`src/rtl/twfm_pkg.sv`:
```
// shared types and constants of the target window first match block
package twfm_pkg;

  // input field widths
  localparam int unsigned IDX_W     = 10;
  localparam int unsigned TRT_W     = 26;
  localparam int unsigned MZ_W      = 32;
  localparam int unsigned SRT_W     = 32;
  // doubled target time, 120 * t
  localparam int unsigned T2_W      = 33;
  // signed bound widths
  localparam int unsigned RT_BND_W  = 35;
  localparam int unsigned MZ_BND_W  = 34;

  // configuration widths
  localparam int unsigned WIN_W     = 22;
  localparam int unsigned TOL_W     = 24;
  localparam int unsigned CNT_W     = 11;
  localparam int unsigned CFG_IDX_W = 2;
  localparam int unsigned CFG_DAT_W = 24;

  localparam int unsigned STATUS_W  = 2;

  // register indexes
  localparam logic [CFG_IDX_W-1:0] REG_RT_WINDOW     = 2'd0;
  localparam logic [CFG_IDX_W-1:0] REG_MZ_HALF_WIDTH = 2'd1;
  localparam logic [CFG_IDX_W-1:0] REG_TARGET_COUNT  = 2'd2;

  // register reset values
  localparam logic [WIN_W-1:0] RT_WINDOW_RST     = 22'd30000;
  localparam logic [TOL_W-1:0] MZ_HALF_WIDTH_RST = 24'd6554;
  localparam logic [CNT_W-1:0] TARGET_COUNT_RST  = 11'd0;

  // item commands
  localparam logic CMD_LOAD  = 1'b0;
  localparam logic CMD_QUERY = 1'b1;

  // result status codes
  localparam logic [STATUS_W-1:0] ST_MATCH   = 2'd0;
  localparam logic [STATUS_W-1:0] ST_NOMATCH = 2'd1;
  localparam logic [STATUS_W-1:0] ST_NOPREC  = 2'd2;

  typedef struct packed {
    logic [WIN_W-1:0] rt_window_ms;
    logic [TOL_W-1:0] mz_half_width;
    logic [CNT_W-1:0] target_count;
  } cfg_t;

  // one table entry, time kept already scaled by 120
  typedef struct packed {
    logic [T2_W-1:0] t2;
    logic [MZ_W-1:0] mz;
  } entry_t;

endpackage

```
`src/rtl/twfm_channels.sv`:
```


interface twfm_cfg_if;
  logic        valid;
  logic        ready;
  logic [1:0]  index;
  logic [23:0] data;

  modport source (output valid, index, data, input ready);
  modport sink (input valid, index, data, output ready);
endinterface

```
`src/rtl/twfm_cfg.sv`:
```
// configuration register file
module twfm_cfg import twfm_pkg::*; (
  input  logic            clk_i,
  input  logic            rst_ni,
  twfm_cfg_if.sink        cfg_i,
  output cfg_t            cfg_o
);

  logic [WIN_W-1:0] rt_window_q;
  logic [TOL_W-1:0] mz_half_width_q;
  logic [CNT_W-1:0] target_count_q;

  assign cfg_i.ready = 1'b1;

  always_ff @(posedge clk_i or negedge rst_ni) begin
    if (!rst_ni) begin
      rt_window_q     <= RT_WINDOW_RST;
      mz_half_width_q <= MZ_HALF_WIDTH_RST;
      target_count_q  <= TARGET_COUNT_RST;
    end else if (cfg_i.valid && cfg_i.ready) begin
      unique case (cfg_i.index)
        REG_RT_WINDOW:     rt_window_q     <= cfg_i.data[WIN_W-1:0];
        REG_MZ_HALF_WIDTH: mz_half_width_q <= cfg_i.data[TOL_W-1:0];
        REG_TARGET_COUNT:  target_count_q  <= cfg_i.data[CNT_W-1:0];
        default: ;
      endcase
    end
  end

  assign cfg_o = '{
    rt_window_ms:  rt_window_q,
    mz_half_width: mz_half_width_q,
    target_count:  target_count_q
  };

endmodule

```
`src/flat_wrapper.sv`:
```
// flat-port wrapper written by rule: the top's interface ports become plain ports
module twfm_cfg_flat import twfm_pkg::*;
  (clk_i, rst_ni, cfg_o, cfg_i_valid, cfg_i_index, cfg_i_data, cfg_i_ready);
  twfm_cfg_if cfg_i_i ();
  input  logic clk_i;
  input  logic rst_ni;
  output cfg_t cfg_o;
  input wire logic [$bits(cfg_i_i.valid)-1:0] cfg_i_valid;
  input wire logic [$bits(cfg_i_i.index)-1:0] cfg_i_index;
  input wire logic [$bits(cfg_i_i.data)-1:0] cfg_i_data;
  output wire logic [$bits(cfg_i_i.ready)-1:0] cfg_i_ready;
  assign cfg_i_i.valid = cfg_i_valid;
  assign cfg_i_i.index = cfg_i_index;
  assign cfg_i_i.data = cfg_i_data;
  assign cfg_i_ready = cfg_i_i.ready;
  twfm_cfg u_core (.clk_i(clk_i), .rst_ni(rst_ni), .cfg_i(cfg_i_i), .cfg_o(cfg_o));
endmodule
```
`config.mk`:
```
export PLATFORM = sky130hd
export DESIGN_NAME = twfm_cfg_flat
export DESIGN_NICKNAME = d
export VERILOG_FILES = /design/src/rtl/twfm_pkg.sv /design/src/rtl/twfm_channels.sv /design/src/rtl/twfm_cfg.sv /design/src/flat_wrapper.sv
export SDC_FILE = /design/constraint.sdc
export NUM_CORES = 1
export LEC_CHECK = 0
export BUFFER_PORTS_ARGS = -buffer_cell sky130_fd_sc_hd__buf_2
export CAP_MARGIN = 20
export CORE_MARGIN = 1.5
export CORE_UTILIZATION = 30
export CTS_CLUSTER_SIZE = 40
export DETAILED_ROUTE_END_ITERATION = 12
export MAX_ROUTING_LAYER = met4
export SLEW_MARGIN = 20
export SYNTH_ARGS = -nofsm -noshare
export SYNTH_HDL_FRONTEND = slang
export SYNTH_SLANG_ARGS = --single-unit
```
`constraint.sdc`:
```
create_clock -name clk_i -period 2.5 [get_ports clk_i]
set_clock_uncertainty 0.1 [all_clocks]
set_input_delay 0.5 -clock clk_i [delete_from_list [all_inputs] [get_ports clk_i]]
set_output_delay 0.5 -clock clk_i [all_outputs]
set_load 0.1 [all_outputs]
```
==> results.cfg <==
[logic_synthesis]
yosysSeqAreaShare_pct = 65.75
syn_nets = 153
synth_area_mm2 = 0.002196
synth_cell_types = 10
ys_ff_latch = 57
syn-instance-count = 124
postSynthAreaPerCell_um2 = 17.71
yosys_warnings = 0

[routing]
dr.pass1.iters = 4
wl_um = 4231
drt_iter0_drc = 14
vias = 1359
ant_nets = 0
routed_via_density = 4.220
wl_per_cell_um = 13.14
drc = 0

[sta]
rsz0062_at_grt = false
fin_crit_sh_pct = 74.70
setup-tns-final_ps = 0
fin_ws_ps = 632.5
finalHoldViolations = 0
worst_slew_pin_slew_ps = 615.0
whs_ps = 294.0
fin_crit_ps = 1867
setup_viol = 0
max_freq_mhz = 535.5
slew_headroom_pct = 58.87
slew_violations = 0

[grt]
grt_pass1_vias = 1350
grt_start_max_net_pins = 29
antenna_found_initial = 0
grt_pass1_wl_um = 6637
overflow = 0
grt_use_total_pct = 11.91

[placed_design]
detailedPlace.worstSlack_ps = 618.9
port-buffer-count = 85
dp_cells = 305
place_congestion = 0.6618
hpwl_um = 2977
place_area_mm2 = 0.002708

[worst_setup_path]
crit_chain = buf_2
cp_top_family = flip-flops
cp_max_fo = 2
reg2reg_from = u_core.target_count_q[9]$_DFFE_PN0P_
arrival_ps = 1270
setup.worst_path.start = u_core.rt_window_q[5]$_DFFE_PN1P_
critPathKind = reg -> out
cp.required_ps = 1900
cp_slowest_cell = dfstp_2
worst-path-buf-inv = 1
max_stage_delay_ps = 530
critPathLaunchType = register
cp-end-kind = output pin

[power]
leakage_nw = 1.367
p_per_area_mw_per_mm2 = 1284
finalPower_mw = 3.723
ir_drop_mv = 0.4970

[finish]
stdcell_count = 322
stdcell_area_mm2 = 0.002899
post-route-util_pct = 40.40
syn2layout_area_growth_pct = 32.02
num-fill-cells = 694
diodes = 0
drive_above_1_share_pct = 78.48
nets = 247

[die]
fp.dieH_um = 88.56
core-area_mm2 = 0.007176
ios = 87
dieArea_mm2 = 0.007842
core.rowCount = 31
initial_core_util_pct = 30.60
die_w_um = 88.56

[clocking]
cts-root-buf = clkbuf_8
cts.clk_slew.worst_paths_ps = 60
cts_resized = 0
post_cts_buffers = 0
cts_made_buffers = 9
cts_max_level = 3
clock_sinks = 57
cts_tree = built
insertion_delay_ps = 310
cts_buffer_depth = 2

[flow_run]
maxCapViolCount = 0

[min_path]
worstHoldStart = cfg_i_data[23]
hold_class = in -> reg

[status]
outcome = finished clean
-- flip-flops by register name (all words and copies together), names as in the netlist --
register	cells
u_core.target_count_q	11
u_core.mz_half_width_q	24
u_core.rt_window_q	22
-- path summary, 6_finish.rpt --
kind	to	slack (ps)	cells after the start
worst max-delay path	cfg_o[40]	630	1
worst min-delay path	u_core.mz_half_width_q[23]$_DFFE_PN0P_	290	2
worst max register to register	u_core.target_count_q[9]$_DFFE_PN0P_	1620	1
worst min register to register	u_core.mz_half_width_q[23]$_DFFE_PN0P_	390	1
max in group asynchronous	u_core.mz_half_width_q[12]$_DFFE_PN1P_	1300	3
min in group asynchronous	u_core.mz_half_width_q[22]$_DFFE_PN0P_	410	2
-- cell families (layout without fill, tap and decap cells) --
family | after synthesis | after routing | share of synthesized area, %
mux | 57 | 57 | 29.23
buf+inv | 6 | 105 | 2.735
flops | 57 | 57 | 65.75
other cells | 1 | 1 | 0.1708
simple gates | 3 | 3 | 2.109
-- where the power goes --
part           switching (mW)  leakage [nW]  total [mW]  internal (mW)
registers              0.0797         0.656        1.21           1.13
clock network           0.348        0.0911       0.755          0.408
logic                    1.49         0.620        1.76          0.272
total                    1.91          1.37        3.72           1.81
-- final cells by class --
| class | instances | area (um^2) | share of cell area [%] |
|---|---|---|---|
| timing repair buffer | 89 | 457.9 | 15.80 |
| clock inverter | 5 | 30.03 | 1.036 |
| tap | 99 | 123.9 | 4.273 |
| sequential | 57 | 1444 | 49.81 |
| multi-input combinational | 61 | 691.9 | 23.87 |
| clock buffer | 11 | 151.4 | 5.222 |
-- Yosys cell counts --
master    instances  share of area (%)
dfstp_2          14                 17
buf_4             2               0.68
nor3b_4           1               0.85
mux2_1            2                1.0
nand3b_1          1               0.34
conb_1            1               0.17
buf_6             4                2.1
dfrtp_1          43                 49
mux2_2           55                 28
nand3b_4          1               0.91
-- cells in the final DEF, fill, tap and decap left out --
master / synthesis / layout
buf_2: 0 / 85
nor3b_4: 1 / 1
buf_4: 2 / 3
dfstp_2: 14 / 14
mux2_1: 2 / 2
dlygate4sd3_1: 0 / 1
nand3b_4: 1 / 1
dfrtp_1: 43 / 43
clkbuf_8: 0 / 11
clkinv_2: 0 / 3
mux2_2: 55 / 55
nand3b_1: 1 / 1
conb_1: 1 / 1
clkinvlp_4: 0 / 2
-- routing by layer --
layer / global-route usage, % / wire [um] / up-vias
met5: - / 0 / -
met4: 5.540 / 60 / 0
met3: 3.638 / 273 / 8
met2: 17.77 / 1934 / 56
met1: 14.82 / 1962 / 667
li1: - / - / 628
-- repair_timing --
item / CTS / global route
endpoints found under the hold margin: 2 / 0
endpoints found under the setup margin: 0 / 0
hold buffers: 1 / 0
Power figures use the tool's default switching activity.
