--- src/rtl/twfm_pkg.sv ---
// shared types and constants of the target window first match block
package twfm_pkg;

  // input field widths
  localparam int unsigned IDX_W     = 10;
  localparam int unsigned TRT_W     = 26;
  localparam int unsigned MZ_W      = 32;
  localparam int unsigned SRT_W     = 32;
  // doubled target time, 120 * t
  localparam int unsigned T2_W      = 33;
  // signed bound widths
  localparam int unsigned RT_BND_W  = 35;
  localparam int unsigned MZ_BND_W  = 34;

  // configuration widths
  localparam int unsigned WIN_W     = 22;
  localparam int unsigned TOL_W     = 24;
  localparam int unsigned CNT_W     = 11;
  localparam int unsigned CFG_IDX_W = 2;
  localparam int unsigned CFG_DAT_W = 24;

  localparam int unsigned STATUS_W  = 2;

  // register indexes
  localparam logic [CFG_IDX_W-1:0] REG_RT_WINDOW     = 2'd0;
  localparam logic [CFG_IDX_W-1:0] REG_MZ_HALF_WIDTH = 2'd1;
  localparam logic [CFG_IDX_W-1:0] REG_TARGET_COUNT  = 2'd2;

  // register reset values
  localparam logic [WIN_W-1:0] RT_WINDOW_RST     = 22'd30000;
  localparam logic [TOL_W-1:0] MZ_HALF_WIDTH_RST = 24'd6554;
  localparam logic [CNT_W-1:0] TARGET_COUNT_RST  = 11'd0;

  // item commands
  localparam logic CMD_LOAD  = 1'b0;
  localparam logic CMD_QUERY = 1'b1;

  // result status codes
  localparam logic [STATUS_W-1:0] ST_MATCH   = 2'd0;
  localparam logic [STATUS_W-1:0] ST_NOMATCH = 2'd1;
  localparam logic [STATUS_W-1:0] ST_NOPREC  = 2'd2;

  typedef struct packed {
    logic [WIN_W-1:0] rt_window_ms;
    logic [TOL_W-1:0] mz_half_width;
    logic [CNT_W-1:0] target_count;
  } cfg_t;

  // one table entry, time kept already scaled by 120
  typedef struct packed {
    logic [T2_W-1:0] t2;
    logic [MZ_W-1:0] mz;
  } entry_t;

endpackage

--- src/rtl/twfm_channels.sv ---
// valid/ready channel interfaces of the target window first match block

interface twfm_item_if;
  logic        valid;
  logic        ready;
  logic        cmd;
  logic [9:0]  entry_index;
  logic [25:0] target_rt_mmin;
  logic [31:0] load_mz;
  logic [31:0] spectrum_rt_ms;
  logic [31:0] precursor_mz;
  logic        has_precursor;

  modport source (
    output valid, cmd, entry_index, target_rt_mmin, load_mz,
           spectrum_rt_ms, precursor_mz, has_precursor,
    input  ready
  );
  modport sink (
    input  valid, cmd, entry_index, target_rt_mmin, load_mz,
           spectrum_rt_ms, precursor_mz, has_precursor,
    output ready
  );
endinterface

interface twfm_result_if;
  logic       valid;
  logic       ready;
  logic [1:0] status;
  logic [9:0] match_index;

  modport source (output valid, status, match_index, input ready);
  modport sink (input valid, status, match_index, output ready);
endinterface


--- src/rtl/twfm_ctrl.sv ---
// load and scan sequencer with window compare and result register
module twfm_ctrl import twfm_pkg::*; #(
  parameter int unsigned MAX_TARGETS = 1024,
  parameter int unsigned AW          = 10,
  parameter int unsigned CW          = 11
) (
  input  logic          clk_i,
  input  logic          rst_ni,
  input  cfg_t          cfg_i,
  twfm_item_if.sink     item_i,
  twfm_result_if.source result_o,
  output logic          mem_we_o,
  output logic [AW-1:0] mem_waddr_o,
  output entry_t        mem_wdata_o,
  output logic          mem_re_o,
  output logic [AW-1:0] mem_raddr_o,
  input  entry_t        mem_rdata_i
);

  typedef enum logic [1:0] {S_IDLE, S_SCAN, S_RESULT} state_e;

  state_e                       state_q;
  logic [CW-1:0]                issue_q;
  logic [CW-1:0]                n_q;
  logic                         rd_v_q;
  logic                         rd_last_q;
  logic [AW-1:0]                cmp_idx_q;
  logic signed [RT_BND_W-1:0]   rt_lo_q, rt_hi_q;
  logic signed [MZ_BND_W-1:0]   mz_lo_q, mz_hi_q;
  logic [STATUS_W-1:0]          res_status_q;
  logic [AW-1:0]                res_idx_q;
  logic                         out_valid_q;
  logic [STATUS_W-1:0]          out_status_q;
  logic [AW-1:0]                out_idx_q;

  logic                         acc;
  logic                         slot_ok;
  logic [AW+IDX_W-1:0]          slot_ext;
  logic [CW-1:0]                n_sat;
  logic signed [RT_BND_W-1:0]   srt2, win_s, rt_lo_d, rt_hi_d;
  logic signed [MZ_BND_W-1:0]   pmz_s, tol_s, mz_lo_d, mz_hi_d;
  logic signed [RT_BND_W-1:0]   t2_s;
  logic signed [MZ_BND_W-1:0]   mz_s;
  logic                         hit;
  logic                         out_free;
  logic                         out_load;
  logic [CW-1:0]                issue_inc;
  logic [AW+IDX_W-1:0]          out_idx_ext;

  assign acc       = item_i.valid && item_i.ready;
  assign item_i.ready = (state_q == S_IDLE);

  // table write on a load transaction; slots beyond the table are dropped
  assign slot_ok   = (32'(item_i.entry_index) < 32'(MAX_TARGETS));
  assign slot_ext  = {{AW{1'b0}}, item_i.entry_index};
  assign mem_we_o  = acc && (item_i.cmd == CMD_LOAD) && slot_ok;
  assign mem_waddr_o = slot_ext[AW-1:0];
  // 120 * t as 128 * t - 8 * t
  assign mem_wdata_o = '{
    t2: {item_i.target_rt_mmin, 7'b0} - {4'b0, item_i.target_rt_mmin, 3'b0},
    mz: item_i.load_mz
  };

  // count saturated to the table size
  always_comb begin
    if (32'(cfg_i.target_count) > 32'(MAX_TARGETS)) begin
      n_sat = CW'(MAX_TARGETS);
    end else begin
      n_sat = CW'(cfg_i.target_count);
    end
  end

  // window bounds on doubled time and on m/z, signed so a low bound may go negative
  assign srt2    = $signed({2'b0, item_i.spectrum_rt_ms, 1'b0});
  assign win_s   = $signed({13'b0, cfg_i.rt_window_ms});
  assign rt_lo_d = srt2 - win_s;
  assign rt_hi_d = srt2 + win_s;
  assign pmz_s   = $signed({2'b0, item_i.precursor_mz});
  assign tol_s   = $signed({10'b0, cfg_i.mz_half_width});
  assign mz_lo_d = pmz_s - tol_s;
  assign mz_hi_d = pmz_s + tol_s;

  assign mem_re_o    = (state_q == S_SCAN) && (issue_q < n_q);
  assign mem_raddr_o = issue_q[AW-1:0];
  assign issue_inc   = issue_q + CW'(1);

  assign t2_s = $signed({2'b0, mem_rdata_i.t2});
  assign mz_s = $signed({2'b0, mem_rdata_i.mz});
  assign hit  = (t2_s >= rt_lo_q) && (t2_s <= rt_hi_q) &&
                (mz_s >= mz_lo_q) && (mz_s <= mz_hi_q);

  assign out_free = !out_valid_q || result_o.ready;
  assign out_load = (state_q == S_RESULT) && out_free;

  always_ff @(posedge clk_i or negedge rst_ni) begin
    if (!rst_ni) begin
      state_q      <= S_IDLE;
      issue_q      <= '0;
      n_q          <= '0;
      rd_v_q       <= 1'b0;
      rd_last_q    <= 1'b0;
      cmp_idx_q    <= '0;
      rt_lo_q      <= '0;
      rt_hi_q      <= '0;
      mz_lo_q      <= '0;
      mz_hi_q      <= '0;
      res_status_q <= ST_NOMATCH;
      res_idx_q    <= '0;
      out_valid_q  <= 1'b0;
      out_status_q <= ST_NOMATCH;
      out_idx_q    <= '0;
    end else begin
      if (out_load) begin
        out_valid_q  <= 1'b1;
        out_status_q <= res_status_q;
        out_idx_q    <= res_idx_q;
      end else if (result_o.ready) begin
        out_valid_q <= 1'b0;
      end
      unique case (state_q)
        S_IDLE: begin
          rd_v_q <= 1'b0;
          if (acc && (item_i.cmd == CMD_QUERY)) begin
            rt_lo_q <= rt_lo_d;
            rt_hi_q <= rt_hi_d;
            mz_lo_q <= mz_lo_d;
            mz_hi_q <= mz_hi_d;
            issue_q <= '0;
            n_q     <= n_sat;
            res_idx_q <= '0;
            if (!item_i.has_precursor) begin
              res_status_q <= ST_NOPREC;
              state_q      <= S_RESULT;
            end else if (n_sat == '0) begin
              res_status_q <= ST_NOMATCH;
              state_q      <= S_RESULT;
            end else begin
              state_q <= S_SCAN;
            end
          end
        end
        S_SCAN: begin
          rd_v_q    <= mem_re_o;
          cmp_idx_q <= issue_q[AW-1:0];
          rd_last_q <= (issue_inc == n_q);
          if (mem_re_o) begin
            issue_q <= issue_inc;
          end
          if (rd_v_q) begin
            if (hit) begin
              res_status_q <= ST_MATCH;
              res_idx_q    <= cmp_idx_q;
              state_q      <= S_RESULT;
            end else if (rd_last_q) begin
              res_status_q <= ST_NOMATCH;
              res_idx_q    <= '0;
              state_q      <= S_RESULT;
            end
          end
        end
        S_RESULT: begin
          if (out_free) begin
            state_q <= S_IDLE;
          end
        end
        default: state_q <= S_IDLE;
      endcase
    end
  end

  // match index keeps its low ten bits
  assign out_idx_ext          = {{IDX_W{1'b0}}, out_idx_q};
  assign result_o.valid       = out_valid_q;
  assign result_o.status      = out_status_q;
  assign result_o.match_index = out_idx_ext[IDX_W-1:0];

`ifndef SYNTHESIS
  a_write_only_idle: assert property (@(posedge clk_i) disable iff (!rst_ni)
    mem_we_o |-> (state_q == S_IDLE))
    else $error("table written outside idle");

  a_issue_bounded: assert property (@(posedge clk_i) disable iff (!rst_ni)
    (state_q == S_SCAN) |-> (issue_q <= n_q))
    else $error("scan read pointer ran past the count");

  a_match_in_range: assert property (@(posedge clk_i) disable iff (!rst_ni)
    ((state_q == S_RESULT) && (res_status_q == ST_MATCH)) |-> (CW'(res_idx_q) < n_q))
    else $error("matched entry outside the searched range");

  a_query_leaves_idle: assert property (@(posedge clk_i) disable iff (!rst_ni)
    (acc && (item_i.cmd == CMD_QUERY)) |=> (state_q != S_IDLE))
    else $error("query transaction dropped");

  a_result_not_lost: assert property (@(posedge clk_i) disable iff (!rst_ni)
    (out_valid_q && !result_o.ready) |=> out_valid_q)
    else $error("pending result overwritten or dropped");
`endif

endmodule

--- src/flat_wrapper.sv ---
// flat-port wrapper written by rule: the top's interface ports become plain ports
module twfm_ctrl_flat import twfm_pkg::*;
#(
  parameter int unsigned MAX_TARGETS = 1024,
  parameter int unsigned AW          = 10,
  parameter int unsigned CW          = 11
)
  (clk_i, rst_ni, cfg_i, mem_we_o, mem_waddr_o, mem_wdata_o, mem_re_o, mem_raddr_o, mem_rdata_i, item_i_valid, item_i_cmd, item_i_entry_index, item_i_target_rt_mmin, item_i_load_mz, item_i_spectrum_rt_ms, item_i_precursor_mz, item_i_has_precursor, item_i_ready, result_o_valid, result_o_status, result_o_match_index, result_o_ready);
  twfm_item_if item_i_i ();
  twfm_result_if result_o_i ();
  input  logic clk_i;
  input  logic rst_ni;
  input  cfg_t cfg_i;
  output logic mem_we_o;
  output logic [AW-1:0] mem_waddr_o;
  output entry_t mem_wdata_o;
  output logic mem_re_o;
  output logic [AW-1:0] mem_raddr_o;
  input  entry_t mem_rdata_i;
  input wire logic [$bits(item_i_i.valid)-1:0] item_i_valid;
  input wire logic [$bits(item_i_i.cmd)-1:0] item_i_cmd;
  input wire logic [$bits(item_i_i.entry_index)-1:0] item_i_entry_index;
  input wire logic [$bits(item_i_i.target_rt_mmin)-1:0] item_i_target_rt_mmin;
  input wire logic [$bits(item_i_i.load_mz)-1:0] item_i_load_mz;
  input wire logic [$bits(item_i_i.spectrum_rt_ms)-1:0] item_i_spectrum_rt_ms;
  input wire logic [$bits(item_i_i.precursor_mz)-1:0] item_i_precursor_mz;
  input wire logic [$bits(item_i_i.has_precursor)-1:0] item_i_has_precursor;
  output wire logic [$bits(item_i_i.ready)-1:0] item_i_ready;
  output wire logic [$bits(result_o_i.valid)-1:0] result_o_valid;
  output wire logic [$bits(result_o_i.status)-1:0] result_o_status;
  output wire logic [$bits(result_o_i.match_index)-1:0] result_o_match_index;
  input wire logic [$bits(result_o_i.ready)-1:0] result_o_ready;
  assign item_i_i.valid = item_i_valid;
  assign item_i_i.cmd = item_i_cmd;
  assign item_i_i.entry_index = item_i_entry_index;
  assign item_i_i.target_rt_mmin = item_i_target_rt_mmin;
  assign item_i_i.load_mz = item_i_load_mz;
  assign item_i_i.spectrum_rt_ms = item_i_spectrum_rt_ms;
  assign item_i_i.precursor_mz = item_i_precursor_mz;
  assign item_i_i.has_precursor = item_i_has_precursor;
  assign item_i_ready = item_i_i.ready;
  assign result_o_valid = result_o_i.valid;
  assign result_o_status = result_o_i.status;
  assign result_o_match_index = result_o_i.match_index;
  assign result_o_i.ready = result_o_ready;
  twfm_ctrl #(.MAX_TARGETS(MAX_TARGETS), .AW(AW), .CW(CW)) u_core (.clk_i(clk_i), .rst_ni(rst_ni), .cfg_i(cfg_i), .item_i(item_i_i), .result_o(result_o_i), .mem_we_o(mem_we_o), .mem_waddr_o(mem_waddr_o), .mem_wdata_o(mem_wdata_o), .mem_re_o(mem_re_o), .mem_raddr_o(mem_raddr_o), .mem_rdata_i(mem_rdata_i));
endmodule
--- config.mk ---
export PLATFORM = sky130hd
export DESIGN_NAME = twfm_ctrl_flat
export DESIGN_NICKNAME = d
export VERILOG_FILES = /design/src/rtl/twfm_pkg.sv /design/src/rtl/twfm_channels.sv /design/src/rtl/twfm_ctrl.sv /design/src/flat_wrapper.sv
export SDC_FILE = /design/constraint.sdc
export NUM_CORES = 1
export LEC_CHECK = 0
export ABC_AREA = 1
export BUFFER_PORTS_ARGS = -buffer_cell sky130_fd_sc_hd__buf_2
export CAP_MARGIN = 30
export CORE_MARGIN = 5
export CORE_UTILIZATION = 40
export CTS_BUF_LIST = sky130_fd_sc_hd__clkbuf_8
export DETAILED_ROUTE_END_ITERATION = 12
export GPL_TIMING_DRIVEN = 0
export PLACE_DENSITY = 0.69
export SLEW_MARGIN = 20
export SYNTH_ARGS = -nofsm -noshare
export SYNTH_HDL_FRONTEND = slang
export SYNTH_SLANG_ARGS = --single-unit
--- constraint.sdc ---
create_clock -name clk_i -period 5.42 [get_ports clk_i]
set_input_delay 0.542 -clock clk_i [delete_from_list [all_inputs] [get_ports clk_i]]
set_output_delay 0.542 -clock clk_i [all_outputs]
set_load 0.01 [all_outputs]
==> run_results.csv <==
group,metric,value,unit
power,ir_drop,0.000186,V
critical_path,worstReg2RegEnd,"u_core.res_idx_q[9]",
place,dp_hpwl,53300,um
grt,grt_pass1_wl,97600,um
die,die_w,230,um
synthesis,yosysWarnings,0,
power,p_leak,12.0,nW
timing,hold_viol_final,0,
clocking,cts_made_buffers,17,
drt,drt_wl_total,63000,um
synthesis,synth_edf_count,0,
die,die-area,52800,um^2
die,initial_core_util,0.405,
grt,grt_overflow,0,
clocking,cts_buffer_depth,2,
timing,clock.fmax,307,MHz
critical_path,regToRegSetupSlack,2.55,ns
synthesis,async_flop_share,1.00,
synthesis,syn_avg_cell_area,6.98,um^2
timing,setup_viol,0,
clocking,cts_hold_buf,1,
cells_and_area,area_growth_syn_to_layout,14.5,%
place,dpl_cell_area,21700,um^2
synthesis,ys_ff_latch,193,
critical_path,worst-path-buf-inv,3,
synthesis,ys.flop_type,"dfrtp_1",
die,ioPinCount,361,
critical_path,end_kind,"output pin",
drt,ant_nets,0,
grt,grt_pass1_vias,18105,
synthesis,synth_area_leaders,"dfrtp_1 25%, ha_1 16%, nand2_1 11%",
synthesis,ys_types,64,
flow_run,drv_cap,0,
critical_path,crit_slowest_cell,"ha_1",
clocking,cts_tree,"done",
timing,finalCritPeriodShare,0.600,
timing,slew_viol_final,0,
critical_path,r2r-start,"u_core.rt_hi_q[18]",
worst_hold_path,min_delay_worst_endpoint,"u_core.result_o.valid",
critical_path,worstPathCellList,"buf_2, inv_1, ha_1, nand4_1, o21ai_1, nand3_1, nand2_2, nand2_1, nand2_2, a21boi_1, o21ai_0, a21oi_1, xnor2_1, buf_2",
drt,drcViolationCount,0,
cells_and_area,nets,3621,
synthesis,synth_top_area_share,0.247,
status,status,"complete, no violations",
worst_hold_path,hold_start,"result_o_ready",
critical_path,cp.depth,14,
drt,viasPerCell,5.11,
cells_and_area,stdcell_area,22100,um^2
clocking,htree_levels,4,
grt,grt_use_total,0.231,
clocking,clock-sinks,193,
drt,drt_iter0_drc,1717,
cells_and_area,layout-drive-gt1-share,0.176,
place,place.gp.congestion,0.965,
place,portBuffers,310,
drt,vias,19103,
power,power_per_cell_area,306,nW/um^2
worst_hold_path,whs_path_depth,4,
critical_path,crit_family,"compound AO/OA/AOI/OAI gates",
synthesis,synth_cells,2770,
die,fp.coreArea,47700,um^2
synthesis,synth.largest_area_cell,"dfrtp_1",
die,fp.dieH,230,um
critical_path,worstRegToRegCells,13,
clocking,clock_latency,0.53,ns
grt,antenna_found_initial,14,
critical_path,cp_slowest_stage_delay,0.33,ns
worst_hold_path,hp-class,"primary input to flop",
clocking,clk_pin_slew,0.11,ns
grt,grt_max_degree,85,
critical_path,arrival,2.71,ns
clocking,cts_resized,0,
timing,tns,0,ns
clocking,cts-root-buf,"clkbuf_8",
timing,slew_headroom,0.447,
synthesis,yosysSeqAreaShare,0.250,
timing,tightest_slew,0.821,ns
critical_path,worstSetupPathType,"primary input to output pin",
die,rows,80,
timing,post-route-min-period,3.25,ns
timing,rsz0062_at_grt,"no",
drt,wl_per_cell,16.9,um
clocking,post_cts.repair.setup_buffers,0,
drt,firstDrtPassIters,6,
synthesis,syn_area,19300,um^2
critical_path,required,4.88,ns
timing,fin_skew,0.0220,ns
critical_path,worstPathMaxFanout,3,
critical_path,worstSetupStartpointType,"primary input",
==> sequential cells by signal (all words and copies together), names as in the netlist <==
name,flops
u_core.rd_last_q,1
u_core.cmp_idx_q,10
u_core.rt_hi_q,33
u_core.rt_lo_q,34
u_core.result_o.valid,1
u_core.rd_v_q,1
u_core.mz_lo_q,32
u_core.res_status_q,2
u_core.result_o.status,2
u_core.issue_q,11
u_core.state_q,2
u_core.res_idx_q,10
u_core.mz_hi_q,33
u_core.result_o.match_index,10
u_core.n_q,11
==> per-layer routing <==
| layer | GRT usage | wire length [um] | vias up | part of all wire |
|---|---|---|---|---|
| met2 | 0.367 | 28100 | 598 | 0.45 |
| met1 | 0.323 | 29000 | 8762 | 0.46 |
| met4 | 0.0658 | 1530 | 20 | 0.024 |
| met3 | 0.0401 | 4200 | 88 | 0.067 |
| li1 | - | - | 9635 | - |
| met5 | 0 | 137 | - | 0.0022 |
==> layout by cell type (no fill, tap or decap), drive strengths merged, types with 4 or more instances in the layout <==
cell / n
a21boi: 14
a21o: 19
a21oi: 196
a31oi: 9
buf: 415
clkbuf: 42
clkinv: 6
dfrtp: 191
diode: 6
fa: 4
ha: 253
inv: 472
mux2: 13
nand2: 575
nand3: 158
nand3b: 9
nand4: 48
nor2: 229
nor3: 30
nor4: 19
o21a: 7
o21ai: 238
o21bai: 17
o22ai: 23
or2: 17
xnor2: 12
xor2: 73
==> power by group <==
group	switching [mW]	leakage, nW	internal, mW
Clock	0.627	0.186	0.338
Sequential	0.221	2.45	1.97
Combinational	2.29	9.36	1.32
==> stage by stage <==
step                 util  power (mW)  hold WS (ns)  instances  setup slack [ns]
finish              0.464        6.76         0.285       3738              2.17
global route        0.463        7.41         0.288       3735              1.93
CTS                 0.463        6.76         0.251       3732              2.20
detailed placement  0.455        5.79         0.460       3699              2.20
global placement    0.454        5.70         0.454       3697             0.353
floorplan               -        4.67         0.246       2772              2.70
==> layout make-up <==
type,instances,area [um^2]
diodes,6,15.0
multi-input cells,1985,12000
fillers,4955,25600
plain buffers,128,798
clock buffers,17,234
inverters,466,1750
clock inverters,15,145
well taps,615,769
repair buffers,313,1630
flip-flops and latches,193,4830
==> Yosys cell counts (3+ instances only) <==
library cell,instances
nor2_1,224
o21ai_2,14
nand2_1,562
a21o_1,18
inv_1,460
xnor2_1,12
dfrtp_1,191
clkbuf_1,23
o31ai_1,3
fa_1,4
xor2_1,73
nor3_2,4
a21boi_0,7
o21a_1,7
or2_1,8
or2_0,3
a21oi_1,177
buf_4,63
ha_1,253
inv_2,6
o21bai_1,15
nor3_1,26
nand3b_1,7
nand2_2,12
and3_1,3
nand4_1,47
a21oi_2,17
o21ai_1,17
buf_6,5
o22ai_1,23
a21boi_2,6
nor2_2,4
a31oi_1,9
nor4_1,17
nand3_1,155
o21ai_0,207
or2_2,6
buf_2,33
mux2_2,13
nand3_2,3
==> worst max path at each step <==
stage | startpoint | to
2_1_floorplan | item_i_target_rt_mmin[6] | mem_wdata_o[58]
3_3_place_gp | rst_ni | u_core.result_o.status[1]
3_5_place_dp | item_i_target_rt_mmin[5] | mem_wdata_o[57]
4_1_cts | item_i_target_rt_mmin[5] | mem_wdata_o[57]
5_1_grt | item_i_target_rt_mmin[5] | mem_wdata_o[57]
6_report | item_i_target_rt_mmin[4] | mem_wdata_o[57]
==> worst register-to-register path, stage by stage (launching register included) <==
cell	delay [ns]
dfrtp_1	0.34
inv_1	0.05
ha_1	0.30
nand4_1	0.18
nor4_1	0.76
nand3_1	0.22
nand2_1	0.18
nand4_4	0.15
nand2_1	0.10
nand2_1	0.06
nand2_2	0.12
nand2_2	0.15
nand2_1	0.10
nand2_1	0.05
==> kinds of logic (layout without fill, tap and decap cells) <==
| kind of cell | after synthesis | after routing | share of synthesized area |
|---|---|---|---|
| and+or+nand+nor | 1090 | 1090 | 0.245 |
| buffers and inverters | 594 | 939 | 0.132 |
| AOI/OAI and AO/OA | 537 | 537 | 0.160 |
| adders and majority gates | 257 | 257 | 0.168 |
| DFF | 193 | 193 | 0.250 |
| xor gates and xnor gates | 85 | 85 | 0.0385 |
| muxes | 13 | 13 | 0.00757 |
| other | 1 | 9 | 0.000194 |
No activity file was read; power rests on OpenSTA's default activity.
